**src/sv/ins_pkg.sv**
```systemverilog
package ins_pkg;

    // Control state of the sorter: collecting a set, or draining it out.
    typedef enum logic {
        ST_FILL,
        ST_DRAIN
    } state_t;

    // Command broadcast to every cell in a cycle.
    typedef struct packed {
        logic insert;   // place the broadcast sample into the chain
        logic shift;    // move every entry one cell toward the head
    } cell_cmd_t;

    // Status that a cell shows its neighbors.
    typedef struct packed {
        logic valid;    // cell holds an entry
        logic greater;  // entry is above the broadcast sample, or cell is empty
    } cell_link_t;

endpackage

```
**src/sv/ins_cell.sv**
```systemverilog
module ins_cell #(
    parameter int DATA_WIDTH = 32
) (
    input  logic                         clk,
    input  logic                         rst_n,
    input  ins_pkg::cell_cmd_t           cmd,
    input  logic signed [DATA_WIDTH-1:0] sample,
    input  ins_pkg::cell_link_t          left,
    input  logic signed [DATA_WIDTH-1:0] left_value,
    input  logic                         right_valid,
    input  logic signed [DATA_WIDTH-1:0] right_value,
    output ins_pkg::cell_link_t          link,
    output logic signed [DATA_WIDTH-1:0] value
);
    import ins_pkg::*;

    logic                         valid_reg;
    logic                         valid_next;
    logic signed [DATA_WIDTH-1:0] value_reg;
    logic signed [DATA_WIDTH-1:0] value_next;
    logic                         greater;

    // Empty cells count as greater so the sample lands at the first free slot.
    assign greater = !valid_reg || (value_reg > sample);

    always_comb
    begin
        valid_next = valid_reg;
        value_next = value_reg;
        if (cmd.shift)
        begin
            valid_next = right_valid;
            value_next = right_value;
        end
        else if (cmd.insert && greater)
        begin
            valid_next = valid_reg | left.valid;
            // Take the left entry if it moves up, else take the sample.
            value_next = left.greater ? left_value : sample;
        end
    end

    always_ff @(posedge clk or negedge rst_n)
    begin
        if (!rst_n)
        begin
            valid_reg <= 1'b0;
        end
        else
        begin
            valid_reg <= valid_next;
        end
    end

    always_ff @(posedge clk)
    begin
        value_reg <= value_next;
    end

    assign link.valid   = valid_reg;
    assign link.greater = greater;
    assign value        = value_reg;

endmodule
```
**config.mk**
```make
export PLATFORM = sky130hd
export DESIGN_NAME = ins_cell
export DESIGN_NICKNAME = d
export VERILOG_FILES = /design/src/sv/ins_pkg.sv /design/src/sv/ins_cell.sv
export SDC_FILE = /design/constraint.sdc
export NUM_CORES = 1
export LEC_CHECK = 0
export ABC_AREA = 0
export BUFFER_PORTS_ARGS = -buffer_cell sky130_fd_sc_hd__buf_2
export CAP_MARGIN = 20
export CORE_ASPECT_RATIO = 0.75
export CORE_MARGIN = 1.5
export CORE_UTILIZATION = 35
export DETAILED_ROUTE_END_ITERATION = 10
export PLACE_DENSITY = 0.62
export RECOVER_POWER = 50
export SLEW_MARGIN = 0
export SYNTH_ARGS = -nofsm -noshare
export SYNTH_HDL_FRONTEND = slang
export SYNTH_SLANG_ARGS = --single-unit
```
**constraint.sdc**
```tcl
create_clock -name clk -period 5.65 [get_ports clk]
set_clock_uncertainty 0.05 [all_clocks]
set_input_delay 1.13 -clock clk [delete_from_list [all_inputs] [get_ports clk]]
set_output_delay 1.13 -clock clk [all_outputs]
set_load 0.02 [all_outputs]
```
==> results of run 1 <==
worst max-delay path: cells and delay by family:
kind            cells  cell delay (ns)
buf+inv             3             0.36
simple gates        3             1.07
compound gates      2             0.47
fa+ha+maj           1             0.36
report_power, final:
part           leakage [uW]  switching [uW]  total, uW  internal (uW)
registers          0.000341            16.2        322            306
logic               0.00130             142        237           94.7
clock network     0.0000542            87.9        198            110
total               0.00170             246        757            510
kinds of logic (layout without fill, tap and decap cells):
logic type / Yosys count / after routing
AOI/OAI and AO/OA: 61 / 61
and+or+nand+nor: 66 / 66
DFF: 33 / 33
buffers and inverters: 48 / 181
adders and majority gates: 32 / 32
muxes: 32 / 32
layer usage:
layer / share of wire [%] / track usage [%] / vias to the layer above
met5: 0 / 0 / -
met4: 1.1 / 5.417 / 0
met3: 7.3 / 4.649 / 7
met2: 42 / 25.10 / 87
met1: 50 / 23.11 / 1010
li1: - / - / 1235
cell usage in the layout, fill, tap and decap left out, drive strengths merged:
cell type / synthesis / layout
clkinv: 0 / 1
and3: 1 / 1
o311a: 1 / 1
nand2b: 1 / 1
o21ai: 37 / 37
a21o: 1 / 1
inv: 35 / 35
buf: 5 / 104
and4: 1 / 1
dfrtp: 1 / 1
o21a: 2 / 2
ha: 32 / 32
nand4: 6 / 6
edfxtp: 32 / 32
nand2: 45 / 45
o31ai: 1 / 1
nand3: 3 / 3
a221oi: 2 / 2
nor4: 1 / 1
o2111ai: 1 / 1
o211a: 1 / 1
mux2i: 32 / 32
or3: 1 / 1
a21oi: 15 / 15
and2: 1 / 1
nor2: 2 / 2
clkbuf: 8 / 41
nor3: 1 / 1
or4: 3 / 3
metrics by stage:
stage / power [uW] / area [um2]
2_1_floorplan: 476.2 / 2544
3_3_place_gp: 568.7 / 3306
3_5_place_dp: 572.5 / 3306
4_1_cts: 774.9 / 3407
5_1_grt: 812.8 / 3362
6_report: 756.8 / 3362
final cells by class:
class | count | area (um2)
Inverter | 35 | 131.4
Multi-Input combinational cell | 191 | 1370
Clock buffer | 7 | 96.34
Sequential cell | 33 | 985.9
Fill cell | 724 | 3567
Tap cell | 98 | 122.6
Timing Repair Buffer | 138 | 650.6
Clock inverter | 1 | 5.005
final timing paths:
| kind | start | endpoint | slack [ns] |
|---|---|---|---|
| min in group clk | valid_reg | valid_reg | 0.60 |
| max | sample[31] | link[0] | 1.06 |
| min reg2reg | valid_reg | valid_reg | 0.60 |
| max in group asynchronous | rst_n | valid_reg | 4.92 |
| max reg2reg | value[31] | value[11] | 2.23 |
| min | rst_n | valid_reg | 0.55 |
==> results.sh, run 1 <==
export IMPL_cp_slowest_cell="or4_4"
export IMPL_io_buffer_count=136
export IMPL_fin_ws_ns=1.060
export IMPL_rsz0062_at_grt="false"
export IMPL_drive_above_1_share_pct=28.40
export IMPL_cts_tree="built"
export IMPL_synth_cells=272
export IMPL_diodes=0
export IMPL_crit_fanout=6
export IMPL_p_per_area_nw_per_um2=225.1
export IMPL_cp_common_cell="buf_2"
export IMPL_die_x_um=101.4
export IMPL_synth_compound_area_share_pct=13.23
export IMPL_clockRootBuffer="clkbuf_8"
export IMPL_setup_tns_ns=0
export IMPL_ioPinCount=137
export IMPL_synth_area_um2=2544
export IMPL_hp_class="input port to asynchronous set/reset pin"
export IMPL_max_freq_mhz=217.9
export IMPL_synth_xor_area_share_pct=0
export IMPL_synthTopCellsByCount="nand2_1, o21ai_0, inv_1"
export IMPL_dp_slack_ns=1.037
export IMPL_initial_core_util_pct=36.71
export IMPL_wl_mm=6.291
export IMPL_grt_pass1_wl_mm=10.16
export IMPL_ys_seq_area_share_pct=38.76
export IMPL_synth_simple_area_share_pct=12.30
export IMPL_synth_most_common_cell="nand2_1"
export IMPL_gp_congestion=0.7406
export IMPL_clockBufferDepth=2
export IMPL_synth_fa_ha_area_share_pct=15.74
export IMPL_clk_pin_slew_ns=0.08
export IMPL_hold_buffers=0
export IMPL_die_area_um2=7794
export IMPL_cts_htree_levels=2
export IMPL_synth_area_mux_share_pct=12.59
export IMPL_finalSetupViolCount=0
export IMPL_wl_per_cell_um=12.51
export IMPL_synth_distinct_cells=31
export IMPL_cts_resized=0
export IMPL_areaGrowthSynthToFinish_pct=32.17
export IMPL_drt_iter0_drc=102
export IMPL_p_leak_uw=0.001699
export IMPL_cp_data_required_time_ns=4.47
export IMPL_synth_top_family_by_area="adder cells"
export IMPL_r2r_cells=7
export IMPL_drc_errors=0
export IMPL_worstMarginPinSlew_ns=2.308
export IMPL_first_pass_iters=6
export IMPL_maxSlewViolCount=68
export IMPL_ys_warnings_count=0
export IMPL_ys_ff_latch=33
export IMPL_largest_reg_flops=32
export IMPL_crit_path_end_kind="output port"
export IMPL_ir_worst_vdd_v=0.00008789
export IMPL_numCtsBuffers=5
export IMPL_path_class="input port to output port"
export IMPL_gr_total_overflow=0
export IMPL_period_needed_ns=4.590
export IMPL_nNetsFinal=539
export IMPL_dp_cells=495
export IMPL_cts_sinks=33
export IMPL_path_cells="buf_2, inv_1, ha_1, nand4_2, or4_4, or3_1, o211a_1, o31ai_1, buf_2"
export IMPL_avgSynthCellArea_um2=9.352
export IMPL_maxSlewHeadroom_pct=-53.89
export IMPL_die_y_um=76.83
export IMPL_core_area_um2=6929
export IMPL_ant_nets=0
export IMPL_viasPerCell=4.650
export IMPL_vias=2339
export IMPL_yosys_area_top_type="edfxtp_1"
export IMPL_fin_util_pct=48.52
export IMPL_max_stage_delay_ns=0.55
export IMPL_cts_setup_buffers=0
export IMPL_synth_top_area_share_pct=37.78
export IMPL_cap_violations=1
export IMPL_post_route_period_util_pct=81.23
export IMPL_synth_edff_count=32
export IMPL_final_instance_count_excl_fill=503
export IMPL_antenna_found_initial=0
export IMPL_start_kind="input port"
export IMPL_grt_max_degree=68
export IMPL_synth_nets=407
export IMPL_synth_area_top_cells="edfxtp_1, ha_1, mux2i_1"
export IMPL_status="finished with violations"
export IMPL_whs_ns=0.5486
export IMPL_clock_latency_ns=0.29
export IMPL_ys_flop_type="edfxtp_1"
export IMPL_ys_async_sr_fraction_pct=3.030
export IMPL_cp_arrival_ns=3.41
export IMPL_place_hpwl_mm=5.069
export IMPL_hold_viol=0
export IMPL_grt_use_total_pct=16.71
export IMPL_violations="max-capacitance violations, max-slew violations"
export IMPL_rows=26
export IMPL_grt_pass1_vias=2154
Power figures use the tool's default switching activity.
==> run 2, diff against run 1 <==
ABC_AREA = 1   (was 0)
clock period = 4.4 ns   (was 5.65 ns; I/O delays follow)
==> results.sh, run 2 <==
export IMPL_status="complete, no violations"
export IMPL_ys_seq_area_share_pct=38.09
export IMPL_crit_start="sample[13]"
export IMPL_first_pass_iters=4
export IMPL_dp_slack_ns=1.081
export IMPL_synthTopCellsByCount="nand2_1, inv_1, edfxtp_1, ha_1, o21a_1"
export IMPL_wl_per_cell_um=12.10
export IMPL_dp_cells=524
export IMPL_place_hpwl_mm=5.030
export IMPL_numCtsBuffers=5
export IMPL_multi_input_area_um2=1374
export IMPL_nFillCells=732
export IMPL_core_area_um2=6994
export IMPL_synth_area_top_cells="edfxtp_1, ha_1, nand2_1"
export IMPL_finalSetupViolCount=0
export IMPL_final_instance_count_excl_fill=533
export IMPL_p_per_area_nw_per_um2=278.9
export IMPL_grt_pass1_vias=2263
export IMPL_final_cell_mix="buf_2, nand2_1, inv_1"
export IMPL_ys_warnings_count=0
export IMPL_drive_above_1_share_pct=26.90
export IMPL_regArea_um2=985.9
export IMPL_cp_common_cell="nand2_1"
export IMPL_path_cells="buf_2, inv_1, ha_1, a21oi_1, o21ai_0, a21oi_1, nand2_1, nand2_1, nand2_1, nand2_1, nand3_2, nand2_2, buf_2"
export IMPL_die_y_um=77.48
export IMPL_diodes=0
export IMPL_r2r_end="value[18]"
export IMPL_period_needed_ns=3.271
export IMPL_grt_use_total_pct=16.30
export IMPL_die_area_um2=7927
export IMPL_clock_latency_ns=0.29
export IMPL_cp_data_required_time_ns=3.47
export IMPL_nNetsFinal=569
export IMPL_max_freq_mhz=305.7
export IMPL_die_x_um=102.3
export IMPL_ys_async_sr_fraction_pct=3.030
export IMPL_ioPinCount=137
export IMPL_synth_edff_count=32
export IMPL_final_common_cell="buf_2"
export IMPL_r2r_cells=12
export IMPL_avgSynthCellArea_um2=8.516
export IMPL_synth_distinct_cells=21
export IMPL_synth_area_um2=2589
export IMPL_post_route_period_util_pct=74.35
export IMPL_viasPerCell=4.582
export IMPL_crit_path_end_kind="output port"
export IMPL_ys_ff_latch=33
export IMPL_whs_ns=0.3020
export IMPL_crit_fanout=2
export IMPL_start_kind="input port"
export IMPL_total_power_uw=944.3
export IMPL_maxSlewHeadroom_pct=3.455
export IMPL_ant_nets=0
export IMPL_synth_nets=439
export IMPL_cp_slowest_cell="ha_1"
export IMPL_areaGrowthSynthToFinish_pct=30.79
export IMPL_synth_cells=304
export IMPL_vias=2442
export IMPL_worstReg2RegStart="value[13]"
export IMPL_yosys_area_top_type="edfxtp_1"
export IMPL_largest_reg_flops=32
export IMPL_clk_pin_slew_ns=0.07
export IMPL_crit_end="link[0]"
export IMPL_wl_mm=6.448
export IMPL_grt_max_degree=63
export IMPL_io_buffer_count=136
export IMPL_cts_tree="built"
export IMPL_path_class="input port to output port"
export IMPL_cap_violations=0
export IMPL_synth_top_area_share_pct=37.12
export IMPL_hold_viol=0
export IMPL_critical_path_top_delay_family="compound AO/OA/AOI/OAI gates"
export IMPL_maxSlewViolCount=0
export IMPL_cts_resized=0
export IMPL_antenna_found_initial=0
export IMPL_hp_class="input port to asynchronous set/reset pin"
export IMPL_fin_ws_ns=1.129
export IMPL_synth_most_common_cell="nand2_1"
export IMPL_grt_pass1_wl_mm=10.08
export IMPL_drt_iter0_drc=49
export IMPL_path_depth=13
export IMPL_gp_congestion=0.7069
export IMPL_drc_errors=0
export IMPL_clockRootBuffer="clkbuf_8"
export IMPL_initial_core_util_pct=37.01
export IMPL_hold_buffers=0
export IMPL_rsz0062_at_grt="false"
export IMPL_ff2ff_setup_slack_ns=1.68
export IMPL_clockBufferDepth=2
export IMPL_rows=26
export IMPL_gr_total_overflow=0
export IMPL_ys_flop_type="edfxtp_1"
export IMPL_cts_setup_buffers=0
export IMPL_cts_sinks=33
export IMPL_cp_arrival_ns=2.34
export IMPL_path_buf_inv=3
export IMPL_p_leak_uw=0.001646
export IMPL_setup_tns_ns=0
export IMPL_ir_worst_vdd_v=0.0001277
export IMPL_max_stage_delay_ns=0.28
export IMPL_cts_htree_levels=2
export IMPL_worstMarginPinSlew_ns=1.448
-- run 2: layout make-up --
cell class	count	area share, %
clock inverters	3	0.3695
inverters	43	4.767
multi-input cells	213	40.58
well taps	98	3.622
flip-flops and latches	33	29.12
clock buffers	5	2.033
repair buffers	138	19.51
-- run 2: worst register-to-register path, cell delays in order (launching register included) --
cell and delay [ns]:
edfxtp_1 0.39, ha_1 0.32, a21oi_1 0.15, o21ai_0 0.11, a21oi_1 0.22, nand2_1 0.10
nand2_1 0.08, nand2_1 0.05, nand2_1 0.07, nand3_2 0.06, nand2_2 0.07, nand2_2 0.06
nand2_2 0.61
-- run 2: worst min path at each step --
stage                 to  slack (ns)  cells past startpoint
6_report       valid_reg        0.30                      1
5_1_grt        valid_reg        0.30                      1
4_1_cts        valid_reg        0.30                      1
3_5_place_dp   valid_reg        0.51                      2
3_3_place_gp   valid_reg        0.52                      2
2_1_floorplan  valid_reg        0.48                      2
-- run 2: cells by family (layout without fill, tap and decap cells) --
kind of cell | Yosys count | in the layout | synth area share, %
AOI/OAI and AO/OA | 84 | 84 | 22.14
DFF | 33 | 33 | 38.09
buffers and inverters | 58 | 189 | 8.844
adders and majority gates | 32 | 32 | 15.47
and+or+nand+nor | 97 | 97 | 15.47
-- run 2: per-stage QoR --
stage	cell area [um2]	utilization [%]
2_1_floorplan	2589	-
3_3_place_gp	3332	47.64
3_5_place_dp	3332	47.64
4_1_cts	3413	48.80
5_1_grt	3386	48.41
6_report	3386	48.41
-- run 2: per-layer routing --
layer  global-route usage, %  routed length (um)  vias up
li1                        -                   -     1300
met1                   21.78                3263     1056
met2                   26.09                2716       81
met3                   3.784                 400        5
met4                   4.932                  67        0
met5                       0                   0        -
-- run 2: where the power goes --
group          leakage (uW)  internal [uW]  switching (uW)
Clock             0.0000430            107             115
Combinational       0.00127            123             188
Sequential         0.000331            391            20.4
Total               0.00165            621             323
